[src/rtl/pll_divider_search_defines.svh]
// ----------------------------------------------------------------------------
// PLL divider search: assertion macros
// Shared assertion macros; define ASSERT_OFF to compile them out.
// ----------------------------------------------------------------------------
`ifndef PLL_DIVIDER_SEARCH_DEFINES_SVH
`define PLL_DIVIDER_SEARCH_DEFINES_SVH
`ifndef ASSERT_OFF
// Clocked concurrent check of one property
`define PDS_ASSERT(lbl, clk, rst, prop, msg) \
  lbl: assert property (@(posedge clk) disable iff (rst) prop) else $error(msg);
// Check that one condition is followed by another on the next cycle
`define PDS_ASSERT_NEXT(lbl, clk, rst, pre, post, msg) \
  lbl: assert property (@(posedge clk) disable iff (rst) pre |=> post) else $error(msg);
`else
`define PDS_ASSERT(lbl, clk, rst, prop, msg)
`define PDS_ASSERT_NEXT(lbl, clk, rst, pre, post, msg)
`endif
`endif

[src/rtl/pds_pkg.sv]
// ----------------------------------------------------------------------------
// PLL divider search package
// Field widths, register indexes, reset values, unit control structs and the
// register word packing shared by the block's modules.
// ----------------------------------------------------------------------------
package pds_pkg;

  // Field widths
  localparam int FREQ_W = 28;
  localparam int REF_W  = 26;
  localparam int N_W    = 12;
  localparam int DIV_W  = 7;
  localparam int CFG_W  = 28;
  localparam int ASAT_W = 13;

  // Search limits
  localparam int N_MAX   = 4095;
  localparam int DIV_MAX = 127;
  localparam logic [ASAT_W-1:0] A_SAT = 13'h1000;

  // Configuration register indexes
  typedef logic [1:0] cfg_idx_t;
  localparam cfg_idx_t CFG_REF_FREQ = 2'd0;
  localparam cfg_idx_t CFG_MIN_OUT  = 2'd1;
  localparam cfg_idx_t CFG_MAX_OUT  = 2'd2;
  localparam cfg_idx_t CFG_MAX_VCO  = 2'd3;

  // Register reset values
  localparam logic [REF_W-1:0]  RST_REF_FREQ = 26'd27000000;
  localparam logic [FREQ_W-1:0] RST_MIN_OUT  = 28'd1000000;
  localparam logic [FREQ_W-1:0] RST_MAX_OUT  = 28'd230000000;
  localparam logic [FREQ_W-1:0] RST_MAX_VCO  = 28'd230000000;

  // VCO band thresholds
  localparam logic [FREQ_W-1:0] BAND1_HZ = 28'd125000000;
  localparam logic [FREQ_W-1:0] BAND2_HZ = 28'd150000000;
  localparam logic [FREQ_W-1:0] BAND3_HZ = 28'd175000000;

  // Settings given to a rejected request
  localparam logic [N_W-1:0] REJ_N = 12'd4;
  localparam logic [2:0]     REJ_P = 3'd2;
  localparam logic [5:0]     REJ_Q = 6'd16;

  typedef struct packed {
    logic [FREQ_W-1:0] out_freq_hz;
  } req_item_t;

  typedef struct packed {
    logic [DIV_W-1:0] post_div;
    logic [N_W-1:0]   feedback_n;
    logic [2:0]       shift_p;
    logic [5:0]       quotient_q;
    logic [8:0]       remainder_r;
    logic [1:0]       vco_band;
    logic [31:0]      pll_word;
    logic             out_of_range;
  } rsp_item_t;

  // Shared divider control and status
  typedef struct packed {
    logic              start;
    logic [FREQ_W-1:0] dividend;
    logic [REF_W-1:0]  divisor;
  } div_req_t;

  typedef struct packed {
    logic              busy;
    logic              done;
    logic [FREQ_W-1:0] quotient;
    logic [REF_W-1:0]  remainder;
  } div_rsp_t;

  // Candidate search control and status
  typedef struct packed {
    logic              start;
    logic [ASAT_W-1:0] a_sat;
    logic [REF_W-1:0]  b;
    logic [REF_W-1:0]  fref;
  } srch_req_t;

  typedef struct packed {
    logic busy;
    logic done;
    logic found;
  } srch_stat_t;

  function automatic logic [31:0] pack_word(input logic [N_W-1:0] n, input logic [8:0] r,
                                            input logic [5:0] q, input logic [2:0] p,
                                            input logic [1:0] band);
    return {n, r, q, p, band};
  endfunction

endpackage

[src/rtl/pds_div.sv]
// ----------------------------------------------------------------------------
// PLL divider search: shared divider
// Restoring divider, one quotient bit per cycle; used for fvco/fref and for
// the Q/R split of N*2^P by M.
// ----------------------------------------------------------------------------
`include "pll_divider_search_defines.svh"

module pds_div (
  input  logic               clk,
  input  logic               rst,
  input  pds_pkg::div_req_t  ctl,
  output pds_pkg::div_rsp_t  st
);
  import pds_pkg::*;

  localparam int CW = $clog2(FREQ_W + 1);
  localparam logic [CW-1:0] STEPS = CW'(FREQ_W);
  localparam logic [CW-1:0] LAST  = CW'(1);

  logic [CW-1:0]     cnt;
  logic [FREQ_W-1:0] quo;
  logic [REF_W-1:0]  rem;
  logic [REF_W-1:0]  dvs;
  logic              done_q;

  logic [REF_W:0] shifted;
  logic [REF_W:0] diff;
  logic           fits;

  // Trial subtract of the divisor from the shifted partial remainder
  assign shifted = {rem, quo[FREQ_W-1]};
  assign diff    = shifted - {1'b0, dvs};
  assign fits    = shifted >= {1'b0, dvs};

  // Load on start, then advance one bit per cycle
  always_ff @(posedge clk) begin
    if (rst) begin
      cnt    <= '0;
      done_q <= 1'b0;
    end else begin
      done_q <= 1'b0;
      if (ctl.start) begin
        quo <= ctl.dividend;
        rem <= '0;
        dvs <= ctl.divisor;
        cnt <= STEPS;
      end else if (cnt != '0) begin
        rem <= fits ? diff[REF_W-1:0] : shifted[REF_W-1:0];
        quo <= {quo[FREQ_W-2:0], fits};
        cnt <= cnt - LAST;
        if (cnt == LAST) begin
          done_q <= 1'b1;
        end
      end
    end
  end

  assign st.busy      = (cnt != '0);
  assign st.done      = done_q;
  assign st.quotient  = quo;
  assign st.remainder = rem;

  `PDS_ASSERT_NEXT(a_div_start, clk, rst, ctl.start, (cnt != '0), "divider did not start")
  `PDS_ASSERT(a_div_rem, clk, rst, done_q |-> (rem < dvs), "remainder not below divisor")

endmodule

[config.mk]
export PLATFORM = sky130hd
export DESIGN_NAME = pds_div
export DESIGN_NICKNAME = d
export VERILOG_FILES = /design/src/rtl/pds_pkg.sv /design/src/rtl/pds_div.sv
export VERILOG_INCLUDE_DIRS = /design/src /design/src/rtl
export SDC_FILE = /design/constraint.sdc
export NUM_CORES = 1
export LEC_CHECK = 0
export ABC_AREA = 1
export ABC_CLOCK_PERIOD_IN_PS = 5300
export BUFFER_PORTS_ARGS = -buffer_cell sky130_fd_sc_hd__buf_2
export CAP_MARGIN = 20
export CELL_PAD_IN_SITES_DETAIL_PLACEMENT = 1
export CELL_PAD_IN_SITES_GLOBAL_PLACEMENT = 1
export CORE_MARGIN = 3
export CORE_UTILIZATION = 40
export CTS_BUF_LIST = sky130_fd_sc_hd__clkbuf_8 sky130_fd_sc_hd__clkbuf_16
export DETAILED_ROUTE_END_ITERATION = 6
export GPL_ROUTABILITY_DRIVEN = 0
export GPL_TIMING_DRIVEN = 0
export PLACE_DENSITY = 0.84
export SETUP_SLACK_MARGIN = 0.15
export SKIP_LAST_GASP = 1
export SYNTH_ARGS = -nofsm -noshare
export SYNTH_HDL_FRONTEND = slang
export SYNTH_SLANG_ARGS = --single-unit
[constraint.sdc]
create_clock -name clk -period 5.3 [get_ports clk]
set_input_delay 0.265 -clock clk [delete_from_list [all_inputs] [get_ports clk]]
set_output_delay 0.265 -clock clk [all_outputs]
set_load 0.03 [all_outputs]
==> results of run 1 <==
-- synth_stat cells, types with 3 or more instances --
| cell type | number | area share (%) |
|---|---|---|
| sky130_fd_sc_hd__clkbuf_1 | 5 | 0.34 |
| sky130_fd_sc_hd__inv_2 | 3 | 0.20 |
| sky130_fd_sc_hd__nor2_2 | 9 | 1.0 |
| sky130_fd_sc_hd__buf_1 | 3 | 0.20 |
| sky130_fd_sc_hd__xor2_1 | 12 | 1.9 |
| sky130_fd_sc_hd__ha_1 | 28 | 6.3 |
| sky130_fd_sc_hd__a21oi_1 | 20 | 1.8 |
| sky130_fd_sc_hd__nand3_2 | 5 | 0.91 |
| sky130_fd_sc_hd__nor3_1 | 4 | 0.36 |
| sky130_fd_sc_hd__nor2_1 | 78 | 5.3 |
| sky130_fd_sc_hd__o21ai_0 | 14 | 1.3 |
| sky130_fd_sc_hd__inv_1 | 117 | 8.0 |
| sky130_fd_sc_hd__nand3_1 | 23 | 2.1 |
| sky130_fd_sc_hd__nand2_2 | 5 | 0.57 |
| sky130_fd_sc_hd__edfxtp_1 | 80 | 44 |
| sky130_fd_sc_hd__nand3b_1 | 8 | 1.1 |
| sky130_fd_sc_hd__dfxtp_1 | 6 | 2.2 |
| sky130_fd_sc_hd__nand4_1 | 5 | 0.57 |
| sky130_fd_sc_hd__nand2_1 | 277 | 19 |
-- critical path, delay by kind of cell (launching register included) --
kind	cells	cell delay [ps]
flip-flops	1	460
AND/OR/NAND/NOR	10	1150
adder cells (fa/ha/maj)	1	440
buffers and inverters	2	270
-- sequential cells by signal, indices dropped and copies added, names as in the netlist --
| register | flops |
|---|---|
| quo | 28 |
| dvs | 26 |
| rem | 26 |
| done_q | 1 |
| cnt | 5 |
-- worst paths after layout --
check,depth (start not counted),slack (ps),endpoint,start
setup reg to reg,13,2730,rem[21]$_SDFFCE_PP0P_,rem[16]$_SDFFCE_PP0P_
hold reg to reg,1,470,done_q$_SDFF_PP0_,cnt[4]$_SDFFE_PP0N_
setup / recovery,13,2730,rem[21]$_SDFFCE_PP0P_,rem[16]$_SDFFCE_PP0P_
hold / removal,1,90,dvs[25]$_DFFE_PP_,ctl[25]
-- per-stage QoR --
stage	area [µm²]	util (%)	instances	setup slack, ps	power (mW)
floorplan	5520	-	722	1410	1.56
global placement	6300	47.2	1010	-352	1.80
detailed placement	6380	47.8	1012	2740	1.84
CTS	6660	49.9	1028	2710	2.47
global route	6660	49.9	1028	2550	2.60
finish	6660	49.9	1028	2730	2.44
-- power breakdown --
| group | leakage, nW | internal (mW) | switching, mW |
|---|---|---|---|
| logic | 2.52 | 0.301 | 0.621 |
| registers | 0.830 | 0.843 | 0.0497 |
| clock network | 0.151 | 0.345 | 0.276 |
| total | 3.51 | 1.49 | 0.947 |
-- cell type report --
type / instances / share of cell area, %
inverter: 120 / 6.76
buffer: 14 / 1.30
clock buffer: 10 / 3.76
multi-input combinational: 502 / 37.2
clock inverter: 6 / 0.545
tap: 176 / 3.31
sequential: 86 / 37.9
timing repair buffer: 114 / 9.24
-- cell families after synthesis --
group	Yosys count	share of synthesized area [%]
AO/OA/AOI/OAI	39	3.83
adder cells (fa/ha/maj)	29	6.71
flip-flops	86	45.7
buffers and inverters	134	9.72
XOR/XNOR	12	1.90
AND/OR/NAND/NOR	422	32.2
-- routing by layer --
layer / track usage [%] / vias up
li1: - / 2503
met1: 24.8 / 2283
met2: 37.2 / 122
met3: 5.95 / 33
met4: 8.86 / 0
met5: 0 / -
==> impl_table.tex, run 1 <==
\begin{tabular}{lr}
\hline
Metric & Value \\
\hline
\multicolumn{2}{l}{\textbf{Outcome}} \\
\quad Outcome & completed \\
\multicolumn{2}{l}{\textbf{Setup path}} \\
\quad Worst Setup Path Type & flop to flop \\
\quad Critical path capture point type & flop \\
\quad Critical Path, Cell by Cell & ha\_1 > nand2\_1 > nor2\_1 > nand2\_1 > nor2\_2 > nand2\_1 > nand3\_2 > nor2\_4 > nand2\_4 > inv\_2 > buf\_4 > nor2\_1 > nor2\_1 \\
\quad Critical path peak fanout & 10 \\
\quad Critical Path AT & 2670 ps \\
\quad Cell at the slowest stage of the critical path & sky130\_fd\_sc\_hd\_\_edfxtp\_1 \\
\quad Worst EP required & 5400 ps \\
\quad Nature of the critical path startpoint & flop \\
\quad Peak per-stage delay on the critical path & 460 ps \\
\multicolumn{2}{l}{\textbf{Cells and area}} \\
\quad Most frequent standard cell in the layout excluding fill and tap cells & sky130\_fd\_sc\_hd\_\_nand2\_1 \\
\quad Count of filler cells inserted in the layout & 1,755 \\
\quad Total Nets Final & 933 \\
\quad Leading cell types in the layout, fill and taps excluded & sky130\_fd\_sc\_hd\_\_nand2\_1, sky130\_fd\_sc\_hd\_\_inv\_1, sky130\_fd\_sc\_hd\_\_buf\_2, sky130\_fd\_sc\_hd\_\_edfxtp\_1, sky130\_fd\_sc\_hd\_\_nor2\_1 \\
\quad Antenna cells & 0 \\
\quad Area used by multi-input combinational logic & 2480 µm² \\
\quad Seq. cell area & 2520 µm² \\
\quad Area growth from synthesis to layout & 20.7\% \\
\quad Fraction of final layout cells with drive strength greater than 1 & 19.5\% \\
\multicolumn{2}{l}{\textbf{Global route}} \\
\quad Wire length of the first global-routing pass & 25,000 µm \\
\quad Maximum number of pins on one net before global-route repair & 27 \\
\quad Total congestion overflow & 0 \\
\quad Antenna violations before repair & 0 \\
\quad GRT Resource Usage Total & 21.4\% \\
\quad Via count of the first global-routing pass & 5,113 \\
\multicolumn{2}{l}{\textbf{Synth}} \\
\quad Nets in the synthesized netlist & 808 \\
\quad Post-synthesis cell count & 722 \\
\quad Async set or reset register ratio after synthesis & 0\% \\
\quad Most common flop cell mapped by yosys & sky130\_fd\_sc\_hd\_\_edfxtp\_1 \\
\quad EDFF count, synth & 80 \\
\quad Mean cell area of the mapped netlist & 7.65 µm² \\
\quad Cell variety after synth & 36 \\
\quad Sequential fraction of the synthesis area & 45.7\% \\
\quad Yosys warning count & 0 \\
\quad Register bit count reported by yosys & 86 \\
\quad Mapped Area & 5520 µm² \\
\multicolumn{2}{l}{\textbf{Clocking}} \\
\quad Count of H-tree levels built during CTS & 3 \\
\quad Post-CTS setup buffer count & 0 \\
\quad Number of buffers on the longest clock path & 2 \\
\quad Post-CTS Hold Buffers & 0 \\
\quad Cell at the root of the clock tree & sky130\_fd\_sc\_hd\_\_clkbuf\_16 \\
\quad Clock-pin slew of the registers on the worst-case setup and hold paths & 70 ps \\
\quad Worst-skew pair later-pin latency & 350 ps \\
\quad Inserted Clock Buffers & 9 \\
\quad Clock tree from TritonCTS & done \\
\quad CTS sink cnt & 86 \\
\quad Post-cts sizing count & 0 \\
\multicolumn{2}{l}{\textbf{Floorplanning}} \\
\quad Cell row count & 42 \\
\quad Die width & 123 µm \\
\quad Core area & 13,300 µm² \\
\quad Initial Utilization & 41.4\% \\
\quad Num ports & 113 \\
\quad Die extent in y & 123 µm \\
\quad Area of the die & 15,200 µm² \\
\multicolumn{2}{l}{\textbf{Routing}} \\
\quad Detailed-route vias per instance & 4.81 \\
\quad Antenna violation net count after detailed routing & 0 \\
\quad DR pass1 iterations & 4 \\
\quad Starting DRT DRC Count & 134 \\
\quad Met2 wire length & 7520 µm \\
\quad Final WL & 15,600 µm \\
\quad Met3 wire length & 978 µm \\
\quad Average routed wire per standard cell & 15.1 µm \\
\quad Top metal layer carrying routed signals & met4 \\
\quad Detailed-route DRC error count & 0 \\
\quad Detailed-route wire length on metal 1 & 6650 µm \\
\quad Via count & 4,941 \\
\multicolumn{2}{l}{\textbf{Power and ir drop}} \\
\quad PwrDens & 366 nW/µm² \\
\quad Highest ir drop seen on vdd & 0.134 mV \\
\quad Leakage & 3.51 nW \\
\multicolumn{2}{l}{\textbf{Run}} \\
\quad Max Cap Viol & 0 \\
\multicolumn{2}{l}{\textbf{Timing}} \\
\quad Hold Vio Cnt, Final & 0 \\
\quad Transition time at the pin with the least slew margin & 823 ps \\
\quad Unrepaired setup endpoints after global routing & false \\
\quad Max-slew violation count & 0 \\
\quad Upper clock frequency limit & 0.389 GHz \\
\quad Post-route worst hold slack & 85.5 ps \\
\quad Clock skew after layout & 7.50 ps \\
\quad Fraction of the cycle the final worst path needs & 48.5\% \\
\quad Final worst path period need & 2570 ps \\
\quad Total setup violations reported at the end of the flow & 0 \\
\quad Worst max-slew margin expressed relative to the limit & 45.0\% \\
\quad Sum Neg Setup Slack & 0 ps \\
\multicolumn{2}{l}{\textbf{Placement}} \\
\quad Final HPWL from detailed placement & 12,500 µm \\
\quad Port-buffer cells & 112 \\
\multicolumn{2}{l}{\textbf{Min path}} \\
\quad Hold crit path type & input port to flop \\
\hline
\end{tabular}
Power figures use the tool's default switching activity.
==> inputs of run 2 (changes only) <==
Settings changed: ABC_CLOCK_PERIOD_IN_PS 5300 to 2600.
Clock period 5.3 ns to 2.6 ns, I/O delays scaled along.
==> run 2 against run 1 <==
Net effect:
- first-iteration DRC count grew 47%
- routed wire length is 6.6% higher
- die area unchanged
- maximum frequency up 9.8%
- clock skew grew 3.0 ps
- critical path depth rose by 1
- sequential share of layout area fell by 3.5 points
- global-route usage grew 0.41 points
- critical path type unchanged
- highest routed layer unchanged
==> impl_table.tex, run 2 (synthesis gave the netlist of run 1 again) <==
\begin{tabular}{lr}
\hline
Metric & Value \\
\hline
\multicolumn{2}{l}{\textbf{Placement}} \\
\quad Final HPWL from detailed placement & 12,100 µm (-3.8\%) \\
\quad Port-buffer cells & 112 (unchanged) \\
\quad Area post-placement & 6340 µm² (-0.55\%) \\
\multicolumn{2}{l}{\textbf{Setup path}} \\
\quad Critical path peak fanout & 10 (unchanged) \\
\quad Nature of the critical path startpoint & flop \\
\quad Critical path capture point type & flop \\
\quad Critical Path AT & 2460 ps (-210 ps) \\
\quad Worst Setup Path Type & flop to flop \\
\quad Worst EP required & 2720 ps (-2680 ps) \\
\quad Register-to-Register Path Depth & 14 (+1) \\
\multicolumn{2}{l}{\textbf{Cells and area}} \\
\quad Leading registers by flop count & quo (28), dvs (26), rem (26) \\
\quad Number of flip-flops under the largest register name & 28 (unchanged) \\
\quad Antenna cells & 0 (unchanged) \\
\quad Most frequent standard cell in the layout excluding fill and tap cells & sky130\_fd\_sc\_hd\_\_nand2\_1 \\
\quad Total Nets Final & 973 (+4.3\%) \\
\quad Leading cell types in the layout, fill and taps excluded & sky130\_fd\_sc\_hd\_\_nand2\_1, sky130\_fd\_sc\_hd\_\_inv\_1, sky130\_fd\_sc\_hd\_\_buf\_2, sky130\_fd\_sc\_hd\_\_edfxtp\_1, sky130\_fd\_sc\_hd\_\_nor2\_1 \\
\quad Fraction of final layout cells with drive strength greater than 1 & 24.4\% (+5.0 points) \\
\quad Count of filler cells inserted in the layout & 1,693 (-3.5\%) \\
\quad Area growth from synthesis to layout & 33.0\% \\
\quad Design area & 7340 µm² (+10\%) \\
\quad Post-Route Utilization & 55.0\% (+5.1 points) \\
\quad Register ranked first by flip-flop count & quo \\
\multicolumn{2}{l}{\textbf{Clocking}} \\
\quad Clock-pin slew of the registers on the worst-case setup and hold paths & 70 ps (about the same) \\
\quad Clock tree from TritonCTS & done \\
\quad Count of H-tree levels built during CTS & 3 (unchanged) \\
\quad Number of buffers on the longest clock path & 2 (unchanged) \\
\quad Inserted Clock Buffers & 9 (unchanged) \\
\quad CTS sink cnt & 86 (unchanged) \\
\quad Cell at the root of the clock tree & sky130\_fd\_sc\_hd\_\_clkbuf\_16 \\
\quad Worst-skew pair later-pin latency & 360 ps (about the same) \\
\multicolumn{2}{l}{\textbf{Global route}} \\
\quad Antenna violations before repair & 0 (unchanged) \\
\quad GRT Resource Usage Total & 21.8\% (+0.41 points) \\
\quad Total congestion overflow & 0 (unchanged) \\
\quad Via count of the first global-routing pass & 5,379 (+5.2\%) \\
\quad Maximum number of pins on one net before global-route repair & 30 (+11\%) \\
\quad Wire length of the first global-routing pass & 25,800 µm (+3.0\%) \\
\multicolumn{2}{l}{\textbf{Power and ir drop}} \\
\quad PwrDens & 732 nW/µm² (+100\%) \\
\quad Overall Power & 5.37 mW (+120\%) \\
\quad Leakage & 3.68 nW (+4.8\%) \\
\quad Highest ir drop seen on vdd & 0.341 mV (+150\%) \\
\multicolumn{2}{l}{\textbf{Floorplanning}} \\
\quad Initial Utilization & 41.4\% (unchanged) \\
\quad Die extent in y & 123 µm (unchanged) \\
\quad Area of the die & 15,200 µm² (unchanged) \\
\quad Core area & 13,300 µm² (unchanged) \\
\quad Die width & 123 µm (unchanged) \\
\quad Num ports & 113 (unchanged) \\
\quad Cell row count & 42 (unchanged) \\
\multicolumn{2}{l}{\textbf{Routing}} \\
\quad Detailed-route DRC error count & 0 (unchanged) \\
\quad Detailed-route vias per instance & 4.81 (+0.15\%) \\
\quad Via count & 5,141 (+4.0\%) \\
\quad Final WL & 16,600 µm (+6.6\%) \\
\quad DR pass1 iterations & 4 (unchanged) \\
\quad Starting DRT DRC Count & 197 (+47\%) \\
\quad Antenna violation net count after detailed routing & 0 (unchanged) \\
\quad Average routed wire per standard cell & 15.5 µm (+2.6\%) \\
\multicolumn{2}{l}{\textbf{Timing}} \\
\quad Hold Vio Cnt, Final & 0 (unchanged) \\
\quad Transition time at the pin with the least slew margin & 858 ps (+34.7 ps) \\
\quad Upper clock frequency limit & 0.427 GHz (+9.8\%) \\
\quad Max-slew violation count & 0 (unchanged) \\
\quad Unrepaired setup endpoints after global routing & true \\
\quad Fraction of the cycle the final worst path needs & 90.0\% (+42 points) \\
\quad Clock skew after layout & 10.5 ps (+3.05 ps) \\
\quad Total setup violations reported at the end of the flow & 0 (unchanged) \\
\quad Final worst path period need & 2340 ps (-229 ps) \\
\quad Worst max-slew margin expressed relative to the limit & 42.8\% (-2.2 points) \\
\multicolumn{2}{l}{\textbf{Outcome}} \\
\quad Outcome & completed \\
\multicolumn{2}{l}{\textbf{Min path}} \\
\quad Worst Hold Path Cells & 3 (+2) \\
\quad Hold crit path type & input port to flop \\
\multicolumn{2}{l}{\textbf{Run}} \\
\quad Max Cap Viol & 0 (unchanged) \\
\hline
\end{tabular}
==> run 2: path summary, 6_finish.rpt <==
path / from / to / slack, ps
worst max-delay path: rem[12]$_SDFFCE_PP0P_ / rem[22]$_SDFFCE_PP0P_ / 260
worst min-delay path: ctl[51] / quo[25]$_DFFE_PP_ / 40
worst max register to register: rem[12]$_SDFFCE_PP0P_ / rem[22]$_SDFFCE_PP0P_ / 260
worst min register to register: cnt[4]$_SDFFE_PP0N_ / done_q$_SDFF_PP0_ / 460
==> run 2: cell type report <==
| class | instances | area, µm² | share of cell area (%) |
|---|---|---|---|
| clock inverters | 6 | 68.8 | 0.937 |
| well taps | 176 | 220 | 3.00 |
| flip-flops and latches | 86 | 2520 | 34.3 |
| repair buffers | 153 | 946 | 12.9 |
| inverters | 120 | 450 | 6.13 |
| plain buffers | 14 | 90.1 | 1.23 |
| multi-input cells | 503 | 2810 | 38.2 |
| clock buffers | 10 | 239 | 3.25 |
==> run 2: power by group <==
part	internal (mW)	leakage, nW	total, mW	switching (mW)
registers	1.72	0.830	1.85	0.127
clock network	0.779	0.149	1.39	0.608
logic	0.789	2.70	2.14	1.35
total	3.29	3.68	5.37	2.08
==> run 2: worst max-delay path, stage by stage, from the launching register on <==
cell,delay (ps)
sky130_fd_sc_hd__edfxtp_1,460
sky130_fd_sc_hd__ha_4,330
sky130_fd_sc_hd__nand2_1,110
sky130_fd_sc_hd__nor2_2,150
sky130_fd_sc_hd__nand2_1,80
sky130_fd_sc_hd__nor2_2,130
sky130_fd_sc_hd__nand2_1,90
sky130_fd_sc_hd__nand3_2,90
sky130_fd_sc_hd__nor2_4,60
sky130_fd_sc_hd__nand2_4,80
sky130_fd_sc_hd__buf_8,150
sky130_fd_sc_hd__buf_12,150
sky130_fd_sc_hd__nand3_2,90
sky130_fd_sc_hd__nand2_1,80
sky130_fd_sc_hd__inv_1,30
==> run 2: metal layers <==
metal  track usage [%]  up-vias  wire length, µm
li1                  -     2589                -
met1              25.8     2395             7190
met2              38.8      130             8150
met3              5.86       27              944
met4              6.30        0              314
met5                 0        -                0
==> run 2: repair_timing <==
action	CTS	global route
gates cloned	0	1
hold endpoints to repair	26	0
gates resized for setup	12	33
endpoints found under the setup margin	14	55
pin swaps	0	9
hold buffers	26	0
setup buffers	2	12
==> run 2: per-stage QoR <==
step	cells	setup TNS (ps)	setup slack (ps)	hold WS (ps)
after floorplan	722	0	284	199
final	1068	0	260	42.0
after CTS	1055	0	153	29.2
after global routing	1068	0	84.2	49.6
after detailed placement	1011	0	69.0	308
after global placement	1010	-31370	-673	307
