## src/rtl/pll_divider_search_defines.svh

```systemverilog
// ----------------------------------------------------------------------------
// PLL divider search: assertion macros
// Shared assertion macros; define ASSERT_OFF to compile them out.
// ----------------------------------------------------------------------------
`ifndef PLL_DIVIDER_SEARCH_DEFINES_SVH
`define PLL_DIVIDER_SEARCH_DEFINES_SVH
`ifndef ASSERT_OFF
// Clocked concurrent check of one property
`define PDS_ASSERT(lbl, clk, rst, prop, msg) \
  lbl: assert property (@(posedge clk) disable iff (rst) prop) else $error(msg);
// Check that one condition is followed by another on the next cycle
`define PDS_ASSERT_NEXT(lbl, clk, rst, pre, post, msg) \
  lbl: assert property (@(posedge clk) disable iff (rst) pre |=> post) else $error(msg);
`else
`define PDS_ASSERT(lbl, clk, rst, prop, msg)
`define PDS_ASSERT_NEXT(lbl, clk, rst, pre, post, msg)
`endif
`endif

```

## src/rtl/pds_pkg.sv

```systemverilog
// ----------------------------------------------------------------------------
// PLL divider search package
// Field widths, register indexes, reset values, unit control structs and the
// register word packing shared by the block's modules.
// ----------------------------------------------------------------------------
package pds_pkg;

  // Field widths
  localparam int FREQ_W = 28;
  localparam int REF_W  = 26;
  localparam int N_W    = 12;
  localparam int DIV_W  = 7;
  localparam int CFG_W  = 28;
  localparam int ASAT_W = 13;

  // Search limits
  localparam int N_MAX   = 4095;
  localparam int DIV_MAX = 127;
  localparam logic [ASAT_W-1:0] A_SAT = 13'h1000;

  // Configuration register indexes
  typedef logic [1:0] cfg_idx_t;
  localparam cfg_idx_t CFG_REF_FREQ = 2'd0;
  localparam cfg_idx_t CFG_MIN_OUT  = 2'd1;
  localparam cfg_idx_t CFG_MAX_OUT  = 2'd2;
  localparam cfg_idx_t CFG_MAX_VCO  = 2'd3;

  // Register reset values
  localparam logic [REF_W-1:0]  RST_REF_FREQ = 26'd27000000;
  localparam logic [FREQ_W-1:0] RST_MIN_OUT  = 28'd1000000;
  localparam logic [FREQ_W-1:0] RST_MAX_OUT  = 28'd230000000;
  localparam logic [FREQ_W-1:0] RST_MAX_VCO  = 28'd230000000;

  // VCO band thresholds
  localparam logic [FREQ_W-1:0] BAND1_HZ = 28'd125000000;
  localparam logic [FREQ_W-1:0] BAND2_HZ = 28'd150000000;
  localparam logic [FREQ_W-1:0] BAND3_HZ = 28'd175000000;

  // Settings given to a rejected request
  localparam logic [N_W-1:0] REJ_N = 12'd4;
  localparam logic [2:0]     REJ_P = 3'd2;
  localparam logic [5:0]     REJ_Q = 6'd16;

  typedef struct packed {
    logic [FREQ_W-1:0] out_freq_hz;
  } req_item_t;

  typedef struct packed {
    logic [DIV_W-1:0] post_div;
    logic [N_W-1:0]   feedback_n;
    logic [2:0]       shift_p;
    logic [5:0]       quotient_q;
    logic [8:0]       remainder_r;
    logic [1:0]       vco_band;
    logic [31:0]      pll_word;
    logic             out_of_range;
  } rsp_item_t;

  // Shared divider control and status
  typedef struct packed {
    logic              start;
    logic [FREQ_W-1:0] dividend;
    logic [REF_W-1:0]  divisor;
  } div_req_t;

  typedef struct packed {
    logic              busy;
    logic              done;
    logic [FREQ_W-1:0] quotient;
    logic [REF_W-1:0]  remainder;
  } div_rsp_t;

  // Candidate search control and status
  typedef struct packed {
    logic              start;
    logic [ASAT_W-1:0] a_sat;
    logic [REF_W-1:0]  b;
    logic [REF_W-1:0]  fref;
  } srch_req_t;

  typedef struct packed {
    logic busy;
    logic done;
    logic found;
  } srch_stat_t;

  function automatic logic [31:0] pack_word(input logic [N_W-1:0] n, input logic [8:0] r,
                                            input logic [5:0] q, input logic [2:0] p,
                                            input logic [1:0] band);
    return {n, r, q, p, band};
  endfunction

endpackage

```

## src/rtl/pds_search.sv

```systemverilog
// ----------------------------------------------------------------------------
// PLL divider search: N/M candidate search
// Walks M upward, tracking floor(fvco*M/fref) and its remainder
// incrementally, and checks N0 and N0+1 on alternate cycles against the best
// so far through one cross-product comparator.
// ----------------------------------------------------------------------------
`include "pll_divider_search_defines.svh"

module pds_search #(
  parameter int M_MAX = 511
) (
  input  logic                                clk,
  input  logic                                rst,
  input  pds_pkg::srch_req_t                  req,
  output pds_pkg::srch_stat_t                 stat,
  output logic [pds_pkg::N_W-1:0]             best_n,
  output logic [$clog2(M_MAX + 1)-1:0]        best_m
);
  import pds_pkg::*;

  localparam int MW = $clog2(M_MAX + 1);
  localparam int PW = REF_W + MW;
  localparam logic [MW-1:0] M_ONE  = MW'(1);
  localparam logic [MW-1:0] M_LAST = MW'(M_MAX);
  localparam logic [ASAT_W:0] N_LIM = (ASAT_W + 1)'(N_MAX);

  logic              run;
  logic              phase;
  logic              found;
  logic              done_q;
  logic [MW-1:0]     m;
  logic [N_W-1:0]    n0;
  logic [REF_W-1:0]  rem;
  logic [ASAT_W-1:0] a_q;
  logic [REF_W-1:0]  b_q;
  logic [REF_W-1:0]  fref_q;
  logic [REF_W-1:0]  best_e;

  logic [N_W:0]      cand_n;
  logic [REF_W-1:0]  cand_e;
  logic              cand_ok;
  logic [PW-1:0]     lhs;
  logic [PW-1:0]     rhs;
  logic              better;
  logic [REF_W:0]    sum_r;
  logic              carry;
  logic [REF_W-1:0]  rem_adv;
  logic [ASAT_W:0]   n_adv;

  // Candidate of this cycle: N0 with error rem, or N0+1 with error fref-rem
  assign cand_n  = phase ? ({1'b0, n0} + (N_W + 1)'(1)) : {1'b0, n0};
  assign cand_e  = phase ? (fref_q - rem) : rem;
  assign cand_ok = phase ? ((ASAT_W + 1)'(cand_n) <= N_LIM) : (n0 != '0);

  // Compare e/m against best_e/best_m as cross products
  assign lhs    = PW'(cand_e) * PW'(best_m);
  assign rhs    = PW'(best_e) * PW'(m);
  assign better = !found || (lhs < rhs);

  // Step to the next M: add fvco = A*fref + B
  assign sum_r   = {1'b0, rem} + {1'b0, b_q};
  assign carry   = sum_r >= {1'b0, fref_q};
  assign rem_adv = carry ? REF_W'(sum_r - {1'b0, fref_q}) : sum_r[REF_W-1:0];
  assign n_adv   = (ASAT_W + 1)'(n0) + (ASAT_W + 1)'(a_q) + (ASAT_W + 1)'(carry);

  always_ff @(posedge clk) begin
    if (rst) begin
      run    <= 1'b0;
      phase  <= 1'b0;
      found  <= 1'b0;
      done_q <= 1'b0;
    end else begin
      done_q <= 1'b0;
      if (req.start) begin
        // Load the walk at M = 1; skip all when N0 already exceeds the limit
        found  <= 1'b0;
        phase  <= 1'b0;
        m      <= M_ONE;
        n0     <= req.a_sat[N_W-1:0];
        rem    <= req.b;
        a_q    <= req.a_sat;
        b_q    <= req.b;
        fref_q <= req.fref;
        if ({1'b0, req.a_sat} > N_LIM) begin
          run    <= 1'b0;
          done_q <= 1'b1;
        end else begin
          run <= 1'b1;
        end
      end else if (run) begin
        // Keep the first best candidate
        if (cand_ok && better) begin
          found  <= 1'b1;
          best_n <= cand_n[N_W-1:0];
          best_m <= m;
          best_e <= cand_e;
        end
        if (!phase) begin
          phase <= 1'b1;
        end else begin
          phase <= 1'b0;
          // N0 only grows with M: stop once it leaves the range
          if (m == M_LAST || n_adv > N_LIM) begin
            run    <= 1'b0;
            done_q <= 1'b1;
          end else begin
            m   <= m + M_ONE;
            n0  <= n_adv[N_W-1:0];
            rem <= rem_adv;
          end
        end
      end
    end
  end

  assign stat.busy  = run;
  assign stat.done  = done_q;
  assign stat.found = found;

  `PDS_ASSERT(a_best_sane, clk, rst, found |-> (best_m != '0 && best_n != '0 && (ASAT_W + 1)'(best_n) <= N_LIM), "best candidate out of range")
  `PDS_ASSERT(a_m_range, clk, rst, run |-> (m != '0 && m <= M_LAST), "M counter out of range")

endmodule

```

## config.mk

```make
export PLATFORM = sky130hd
export DESIGN_NAME = pds_search
export DESIGN_NICKNAME = d
export VERILOG_FILES = /design/src/rtl/pds_pkg.sv /design/src/rtl/pds_search.sv
export VERILOG_INCLUDE_DIRS = /design/src /design/src/rtl
export SDC_FILE = /design/constraint.sdc
export NUM_CORES = 1
export LEC_CHECK = 0
export BUFFER_PORTS_ARGS = -buffer_cell sky130_fd_sc_hd__buf_4
export CAP_MARGIN = 20
export CORE_UTILIZATION = 60
export DETAILED_ROUTE_END_ITERATION = 6
export PLACE_DENSITY = 0.81
export SYNTH_ARGS = -nofsm -noshare
export SYNTH_HDL_FRONTEND = slang
export SYNTH_SLANG_ARGS = --single-unit
export TNS_END_PERCENT = 10
```

## constraint.sdc

```tcl
create_clock -name clk -period 19.7 [get_ports clk]
set_input_delay 1.97 -clock clk [delete_from_list [all_inputs] [get_ports clk]]
set_output_delay 1.97 -clock clk [all_outputs]
set_load 0.005 [all_outputs]
```

==> metrics.log, run 1 <==
INFO  metric wl_per_cell = 18.7 um
INFO  metric startpoint_type = flip-flop
INFO  metric area_growth_syn_to_layout = 6.79%
INFO  metric first_pass_iteration_count_of_the_detailed_router = 5
INFO  metric place_congestion = 0.928
INFO  metric place_area = 0.0266 mm2
INFO  metric grt_setup_unrepaired = no
INFO  metric worst_ir_drop_vdd = 0.149 mV
INFO  metric multi_input_comb_area = 0.0187 mm2
INFO  metric drt_drc_violations_left = 0
INFO  metric io_buffers = 91
INFO  metric cells_after_synth = 2760
INFO  metric cts_num_sinks = 163
INFO  metric synthesized_area_per_cell = 9.26 um2
INFO  metric avgViaCountPerCell = 6.00
INFO  metric criticalPathCategory = reg -> reg
INFO  metric chipHeight = 208 um
INFO  metric worst_ep_required_time = 19.84 ns
INFO  metric period_minus_slack = 10.34 ns
INFO  metric grt_antenna_before_repair = 0
INFO  metric cpPeakStageDelay = 0.69 ns
INFO  metric synthesis.yosys.warnings = 0
INFO  metric grt_first_pass_wirelength = 105000 um
INFO  metric initial_utilization = 60.9%
INFO  metric highest_attainable_clock_frequency = 96.7 MHz
INFO  metric wl = 62500 um
INFO  metric clockBufferDepth = 2
INFO  metric core_area = 0.0419 mm2
INFO  metric final_critical_path_setup_slack = 9.36 ns
INFO  metric number_of_enable_type_register_cells_in_the_synthesized_netlist = 159
INFO  metric first_global_vias = 21323
INFO  metric crit_arrival = 10.48 ns
INFO  metric grt_max_degree = 67
INFO  metric postSynthRegisterBits = 163
INFO  metric cts_resized = 0
INFO  metric synth.largest_area_cell = fa_1
INFO  metric place_inst = 3308
INFO  metric fin_worst_hold_slack = 0.543 ns
INFO  metric synth.top_cells.by_count = 415 x inv_1, 343 x fa_1, 342 x nand2_1
INFO  metric cts-root-buf = clkbuf_16
INFO  metric fin_setup_tns = 0 ns
INFO  metric layout.nets = 3437
INFO  metric worst_setup_path_end_kind = flip-flop
INFO  metric timing_worst_slew_pin_value = 1.13 ns
INFO  metric floorplan.io_pins = 92
INFO  metric layout.area.seq = 0.00486 mm2
INFO  metric layout.cells.non_filler = 3341
INFO  metric post_cts_hold_buffer_count = 0
INFO  metric postCtsSetupRepairBufs = 0
INFO  metric cp_slowest_cell = a211oi_1
INFO  metric die_area = 0.0434 mm2
INFO  metric cts_made_buffers = 17
INFO  metric ys_async_sr_fraction = 0%
INFO  metric number_of_antenna_violating_nets_in_the_routed_design = 0
INFO  metric synth_area_leaders = fa_1 27%, edfxtp_1 19%, ha_1 12%, inv_1 6.1%, and2_1 5.5%
INFO  metric synth_top_flop_cell = edfxtp_1
INFO  metric clkTransAtPathRegs = 0.07 ns
INFO  metric min_path_type = reg -> reg
INFO  metric routed-via-count = 20057
INFO  metric final_min_period_over_clock_period = 52.5%
INFO  metric detailedRoute.firstIterationViolations = 1430
INFO  metric place_ws = 9.45 ns
INFO  metric hpwlAfterDp = 48800 um
INFO  metric drv.max_cap_violation_count = 0
INFO  metric clk_latency = 0.47 ns
INFO  metric run_status = completed
INFO  metric synth_most_common_cell = inv_1
INFO  metric htree_levels = 4
INFO  metric mappedNetlistArea = 0.0255 mm2
INFO  metric synth.top_cell.area_share = 26.9%
INFO  metric fin_skew = 0.0133 ns
INFO  metric netlist-cell-type-count = 85
INFO  metric layout.cell_area.non_filler = 0.0273 mm2
INFO  metric layout.filler_cells = 3242
INFO  metric number_of_antenna_diodes = 0
INFO  metric die-width = 208 um
INFO  metric cts_tree = yes
INFO  metric rrSetupSlack = 9.36 ns
INFO  metric worst_slew_margin_rel = 24.4%
INFO  metric synth-seq-area-share = 19.0%
INFO  metric p_per_area = 161 mW/mm2
INFO  metric mappedNetlistNets = 3407
INFO  metric p_leak = 13.1 nW
INFO  metric rows = 75
INFO  metric grt.overflow.total = 0
INFO  metric grtUsageTotal = 30.0%
INFO  metric report.final.slew_viol_count = 0
INFO  metric critical_path.max_fanout = 46
INFO  metric final_layout_size_suffix_gt1_share = 6.46%
INFO  metric hold_viol_final = 0
INFO  metric setup_viol_count_final = 0
-- metrics by stage --
step	total power, mW	utilization [%]
finish	4.38	65.0
global placement	3.77	63.5
detailed placement	3.94	63.5
CTS	4.33	64.9
global route	4.85	65.0
floorplan	3.17	-
-- power breakdown --
part / internal (mW) / switching [mW]
Sequential: 0.417 / 0.0216
Combinational: 1.56 / 2.03
Clock: 0.200 / 0.154
-- cell type report --
type	instances	share of cell area, %
sequential	163	17.8
clock buffer	20	1.60
tap	539	2.47
inverter	416	5.72
multi-input combinational	2079	68.6
clock inverter	11	0.564
timing repair buffer	113	3.21
-- final timing paths --
kind,from,to,depth (start not counted)
max,rem[1],best_e[9],35
min,m[8],best_m[8],0
min reg2reg,m[8],best_m[8],0
max reg2reg,rem[1],best_e[9],35
-- critical path: cells and delay by family (launching register included) --
kind                     cells  cell delay (ns)
AO/OA/AOI/OAI               12             3.56
XOR/XNOR                     2             0.23
adder cells (fa/ha/maj)      7             3.00
buffers and inverters        5             0.63
flip-flops                   1             0.45
multiplexers                 1             0.60
AND/OR/NAND/NOR              8             1.54
-- cell usage in the layout, fill, tap and decap left out, drive strengths merged, types with 6 or more instances in the layout --
cell      n
a211oi   26
a21boi   12
a21o     72
a21oi   134
a31oi    17
and2    223
and3     25
buf     113
clkbuf   20
clkinv    6
edfxtp  159
fa      343
ha      236
inv     418
mux2i    25
nand2   343
nand2b   25
nand3    33
nand4    21
nor2     95
nor2b    23
nor3     26
o211ai   16
o21a     24
o21ai   100
o21bai   11
o31ai    16
or2       9
or3      19
xnor2    71
xor2     55
-- flip-flops by register name, summed over array words and instances, names as in the netlist --
register,count
run,1
done_q,1
best_e,26
best_n,12
found,1
b_q,26
n0,12
best_m,9
a_q,13
m,9
rem,26
phase,1
fref_q,26
-- cells by family (layout without fill, tap and decap cells) --
logic type	Yosys count	count (layout)	synth area share, %
DFF	163	163	19.0
muxes	26	26	1.02
buffers and inverters	518	560	7.78
AOI/OAI and AO/OA	488	488	12.8
xor gates and xnor gates	126	126	4.32
adders and majority gates	579	579	38.4
and+or+nand+nor	860	860	16.6
-- layer usage --
metal  up-vias  wire [um]  global-route usage (%)
li1       9141          -                       -
met1      9891      25100                    38.6
met2       875      31300                    52.9
met3       150       4430                    3.14
met4         0       1760                    10.3
met5         -          0                       0
No activity file was read; power rests on OpenSTA's default activity.
==> run 2: changes to the inputs <==
==> constraint.sdc (replaced) <==
create_clock -name clk -period 9.7 [get_ports clk]
set_input_delay 0.97 -clock clk [delete_from_list [all_inputs] [get_ports clk]]
set_output_delay 0.97 -clock clk [all_outputs]
set_load 0.005 [all_outputs]
==> metrics.log, run 2 (same netlist as run 1, synthesis figures left out) <==
INFO  metric min_path_type = reg -> reg
INFO  metric number_of_antenna_violating_nets_in_the_routed_design = 0
INFO  metric grt.overflow.total = 0
INFO  metric run_status = completed
INFO  metric area_growth_syn_to_layout = 8.74%
INFO  metric cts_made_buffers = 17
INFO  metric final_min_period_over_clock_period = 96.1%
INFO  metric post_cts_hold_buffer_count = 0
INFO  metric layout.filler_cells = 3172
INFO  metric layout.cells.most_common_list = 412 x inv_1, 342 x nand2_1, 342 x fa_1
INFO  metric power.total = 9.08 mW
INFO  metric period_minus_slack = 9.32 ns
INFO  metric first_global_vias = 20994
INFO  metric grtUsageTotal = 29.6%
INFO  metric final_critical_path_setup_slack = 0.381 ns
INFO  metric drt_drc_violations_left = 0
INFO  metric startpoint_type = flip-flop
INFO  metric die_area = 0.0434 mm2
INFO  metric timing_worst_slew_pin_value = 1.04 ns
INFO  metric worst_ir_drop_vdd = 0.317 mV
INFO  metric place_ws = 0.232 ns
INFO  metric setup_viol_count_final = 0
INFO  metric cp_slowest_cell = fa_1
INFO  metric detailedRoute.firstIterationViolations = 1564
INFO  metric drv.max_cap_violation_count = 0
INFO  metric first_pass_iteration_count_of_the_detailed_router = 5
INFO  metric worst_setup_path_end_kind = flip-flop
INFO  metric wl_per_cell = 18.7 um
INFO  metric clockBufferDepth = 2
INFO  metric grt_first_pass_wirelength = 103000 um
INFO  metric io_buffers = 91
INFO  metric p_leak = 13.2 nW
INFO  metric routed-via-count = 20088
INFO  metric core_area = 0.0419 mm2
INFO  metric initial_utilization = 60.9%
INFO  metric grt_max_degree = 66
INFO  metric p_per_area = 327 mW/mm2
INFO  metric cpPeakStageDelay = 0.55 ns
INFO  metric clk_latency = 0.47 ns
INFO  metric layout.cells.most_common = inv_1
INFO  metric wl_met3 = 4550 um
INFO  metric hold_viol_final = 0
INFO  metric report.final.slew_viol_count = 0
INFO  metric place_congestion = 0.933
INFO  metric chipHeight = 208 um
INFO  metric clkTransAtPathRegs = 0.08 ns
INFO  metric critical_path.max_fanout = 14
INFO  metric met1Wirelength = 25300 um
INFO  metric highest_attainable_clock_frequency = 107 MHz
INFO  metric worst_ep_required_time = 9.91 ns
INFO  metric cts-root-buf = clkbuf_16
INFO  metric criticalPathCategory = reg -> reg
INFO  metric grt_antenna_before_repair = 0
INFO  metric worst_slew_margin_rel = 30.6%
INFO  metric final_layout_size_suffix_gt1_share = 8.66%
INFO  metric layout.nets = 3464
INFO  metric postLayoutCoreUtil = 66.2%
INFO  metric crit_arrival = 9.53 ns
INFO  metric wl = 63100 um
INFO  metric top_sig_layer = met4
INFO  metric fin_setup_tns = 0 ns
INFO  metric wl_met2 = 31500 um
INFO  metric avgViaCountPerCell = 5.96
INFO  metric hpwlAfterDp = 49000 um
INFO  metric htree_levels = 4
INFO  metric path_common_cell = fa_1
INFO  metric number_of_antenna_diodes = 0
INFO  metric floorplan.io_pins = 92
INFO  metric rows = 75
INFO  metric die-width = 208 um
INFO  metric cts_tree = yes
INFO  metric cts_num_sinks = 163
INFO  metric fin_skew = 0.0180 ns
==> run 2: timing repair <==
| action | in CTS | in global routing |
|---|---|---|
| gates resized for setup | 0 | 39 |
| buffers inserted | 0 | 16 |
| endpoints found under the setup margin | 0 | 47 |
==> run 2: metal layers <==
metal | GRT usage [%] | up-vias
li1 | - | 9208
met1 | 37.9 | 9862
met2 | 51.5 | 881
met3 | 3.68 | 137
met4 | 10.7 | 0
met5 | 0 | -
==> run 2: report_power, final <==
group	switching, mW	internal, mW
logic	4.20	3.29
registers	0.0524	0.846
clock network	0.328	0.363
total	4.58	4.50
==> run 2: cell type report <==
cell class	count	area (um2)	area share (%)
multi-input cells	2079	19000	68.3
flip-flops and latches	163	4860	17.5
clock buffers	18	429	1.54
clock inverters	14	148	0.532
well taps	539	674	2.43
inverters	416	1560	5.62
repair buffers	140	1140	4.11
==> run 2: path summary, 6_finish.rpt <==
path	start	to	slack, ns	cells after the start
worst max-delay path	fref_q[0]	best_e[23]	0.38	39
worst min-delay path	run	phase	0.57	2
worst max register to register	fref_q[0]	best_e[23]	0.38	39
worst min register to register	run	phase	0.57	2
==> run 2: metrics by stage <==
stage          hold WS (ns)  cell area [um2]  std cells
6_report              0.569            27800       3369
5_1_grt               0.607            27800       3369
4_1_cts               0.566            27400       3348
3_5_place_dp          0.563            26800       3316
3_3_place_gp          0.550            26800       3316
2_1_floorplan         0.441            25600       2760
==> run 2: worst max-delay path, delay by kind of cell (launching register included) <==
family | cells | cell delay, ns
adder cells (fa/ha/maj) | 8 | 3.00
AO/OA/AOI/OAI | 12 | 2.78
AND/OR/NAND/NOR | 9 | 1.50
buffers and inverters | 7 | 0.91
flip-flops | 1 | 0.41
XOR/XNOR | 2 | 0.31
multiplexers | 1 | 0.14
==> run 3: changes to the inputs <==
--- a/config.mk
+++ b/config.mk
@@ -11,6 +11,7 @@
 export CORE_UTILIZATION = 60
 export DETAILED_ROUTE_END_ITERATION = 6
 export PLACE_DENSITY = 0.81
+export RECOVER_POWER = 25
 export SYNTH_ARGS = -nofsm -noshare
 export SYNTH_HDL_FRONTEND = slang
 export SYNTH_SLANG_ARGS = --single-unit
==> metrics.log, run 3 (same netlist as run 1, synthesis figures left out) <==
INFO  metric worst_ep_required_time = 9.91 ns
INFO  metric hpwlAfterDp = 49000 um
INFO  metric first_pass_iteration_count_of_the_detailed_router = 5
INFO  metric grt_antenna_before_repair = 0
INFO  metric critical_path.max_fanout = 14
INFO  metric io_buffers = 91
INFO  metric initial_utilization = 60.9%
INFO  metric setup_viol_count_final = 0
INFO  metric criticalPathCategory = reg -> reg
INFO  metric layout.cells.most_common_list = 412 x inv_1, 342 x nand2_1, 342 x fa_1
INFO  metric cts_made_buffers = 17
INFO  metric clockBufferDepth = 2
INFO  metric detailedRoute.firstIterationViolations = 1501
INFO  metric hold_viol_final = 0
INFO  metric violations = max-capacitance violations, max-slew violations
INFO  metric avgViaCountPerCell = 5.95
INFO  metric grt.overflow.total = 0
INFO  metric die_area = 0.0434 mm2
INFO  metric chipHeight = 208 um
INFO  metric place_congestion = 0.933
INFO  metric fin_skew = 0.0181 ns
INFO  metric layout.cell_area.non_filler = 0.0276 mm2
INFO  metric sw_frac_of_total = 50.5%
INFO  metric wl = 63100 um
INFO  metric p_leak = 13.1 nW
INFO  metric cts-root-buf = clkbuf_16
INFO  metric die-width = 208 um
INFO  metric core_area = 0.0419 mm2
INFO  metric startpoint_type = flip-flop
INFO  metric cpPeakStageDelay = 0.55 ns
INFO  metric post_cts_hold_buffer_count = 0
INFO  metric comb_power_share = 82.5%
INFO  metric grtUsageTotal = 29.6%
INFO  metric place_ws = 0.232 ns
INFO  metric grt_first_pass_wirelength = 103000 um
INFO  metric p_per_area = 328 mW/mm2
INFO  metric number_of_antenna_diodes = 0
INFO  metric timing_worst_slew_pin_value = 1.97 ns
INFO  metric cts_num_sinks = 163
INFO  metric final_critical_path_setup_slack = 0.374 ns
INFO  metric drt_drc_violations_left = 0
INFO  metric layout.nets = 3464
INFO  metric grt_util_met3 = 3.68%
INFO  metric floorplan.io_pins = 92
INFO  metric crit_arrival = 9.54 ns
INFO  metric ff2ff_path_depth = 39
INFO  metric report.final.slew_viol_count = 42
INFO  metric power_switching = 4.58 mW
INFO  metric layout.cells.most_common = inv_1
INFO  metric final_layout_size_suffix_gt1_share = 7.53%
INFO  metric clk_latency = 0.47 ns
INFO  metric r2r-end = best_e[23]
INFO  metric worstSetupEndpoint = best_e[23]
INFO  metric routed-via-count = 20062
INFO  metric min_path_type = reg -> reg
INFO  metric run_status = finished with violations
INFO  metric final_min_period_over_clock_period = 96.1%
INFO  metric highest_attainable_clock_frequency = 107 MHz
INFO  metric grt_max_degree = 66
INFO  metric worst_setup_path_end_kind = flip-flop
INFO  metric htree_levels = 4
INFO  metric cp_slowest_cell = fa_1
INFO  metric wl_per_cell = 18.7 um
INFO  metric timing.rr.start = fref_q[0]
INFO  metric share_clk_of_total_power = 7.6%
INFO  metric area_growth_syn_to_layout = 8.19%
INFO  metric grt-busiest-layer = met2
INFO  metric place_area = 0.0268 mm2
INFO  metric period_minus_slack = 9.33 ns
INFO  metric clkTransAtPathRegs = 0.08 ns
INFO  metric rrSetupSlack = 0.37 ns
INFO  metric grtUsageMet1 = 37.9%
INFO  metric number_of_antenna_violating_nets_in_the_routed_design = 0
INFO  metric p_int = 4.49 mW
INFO  metric first_global_vias = 20994
INFO  metric worst_ir_drop_vdd = 0.315 mV
INFO  metric rows = 75
INFO  metric worst_slew_margin_rel = -31.0%
INFO  metric path_common_cell = fa_1
INFO  metric cts_tree = yes
INFO  metric cp-startpoint = fref_q[0]
INFO  metric drv.max_cap_violation_count = 1
INFO  metric power.share.sequential = 9.9%
INFO  metric grt_use_met2 = 51.5%
[run 3: power groups by stage]
stage	Sequential, mW	Clock, mW	Combinational, mW
finish	0.898	0.692	7.49
global route	0.902	0.719	8.41
CTS	0.899	0.694	7.25
detailed placement	0.915	0	7.17
global placement	0.913	0	6.92
floorplan	0.883	0	5.66
[run 3: timing repair]
action / CTS / global route
buffers inserted: 0 / 16
resized for setup: 0 / 39
setup endpoints to repair: 0 / 47
[run 3: worst min-delay path by stage]
stage | slack [ns] | from | to | depth (start not counted)
floorplan | 0.44 | m[7] | best_m[7] | 0
global placement | 0.55 | run | phase | 2
detailed placement | 0.56 | run | phase | 2
CTS | 0.57 | run | phase | 2
global route | 0.61 | run | phase | 2
finish | 0.57 | run | phase | 2
[run 3: layout make-up]
type	instances	area [um2]
sequential	163	4860
tap	539	674
inverter	416	1560
clock buffer	18	429
multi-input combinational	2079	19000
clock inverter	14	148
timing repair buffer	140	1000
fill	3213	14300
[run 3: metrics by stage]
stage	util [%]	std cells	total power, mW	TNS (ns)	hold slack [ns]
4_1_cts	65.2	3348	8.84	0	0.566
6_report	65.9	3369	9.08	0	0.567
3_3_place_gp	63.9	3316	7.84	0	0.550
5_1_grt	65.9	3369	10.0	-1.32	0.607
3_5_place_dp	63.9	3316	8.08	0	0.563
2_1_floorplan	-	2760	6.54	0	0.441
[run 3: routing by layer]
| layer | part of all wire [%] | routed length, um | vias to the layer above |
|---|---|---|---|
| li1 | - | - | 9196 |
| met1 | 40 | 25300 | 9843 |
| met2 | 50 | 31400 | 875 |
| met4 | 2.9 | 1860 | 0 |
| met5 | 0 | 0 | - |
| met3 | 7.1 | 4460 | 148 |
[run 3: critical path: cells and delay by family (launching register included)]
kind / cells / cell delay [ns]
compound gates: 12 / 2.78
xor+xnor: 2 / 0.31
fa+ha+maj: 8 / 3.00
buf+inv: 7 / 0.91
flops: 1 / 0.41
mux: 1 / 0.14
simple gates: 9 / 1.50
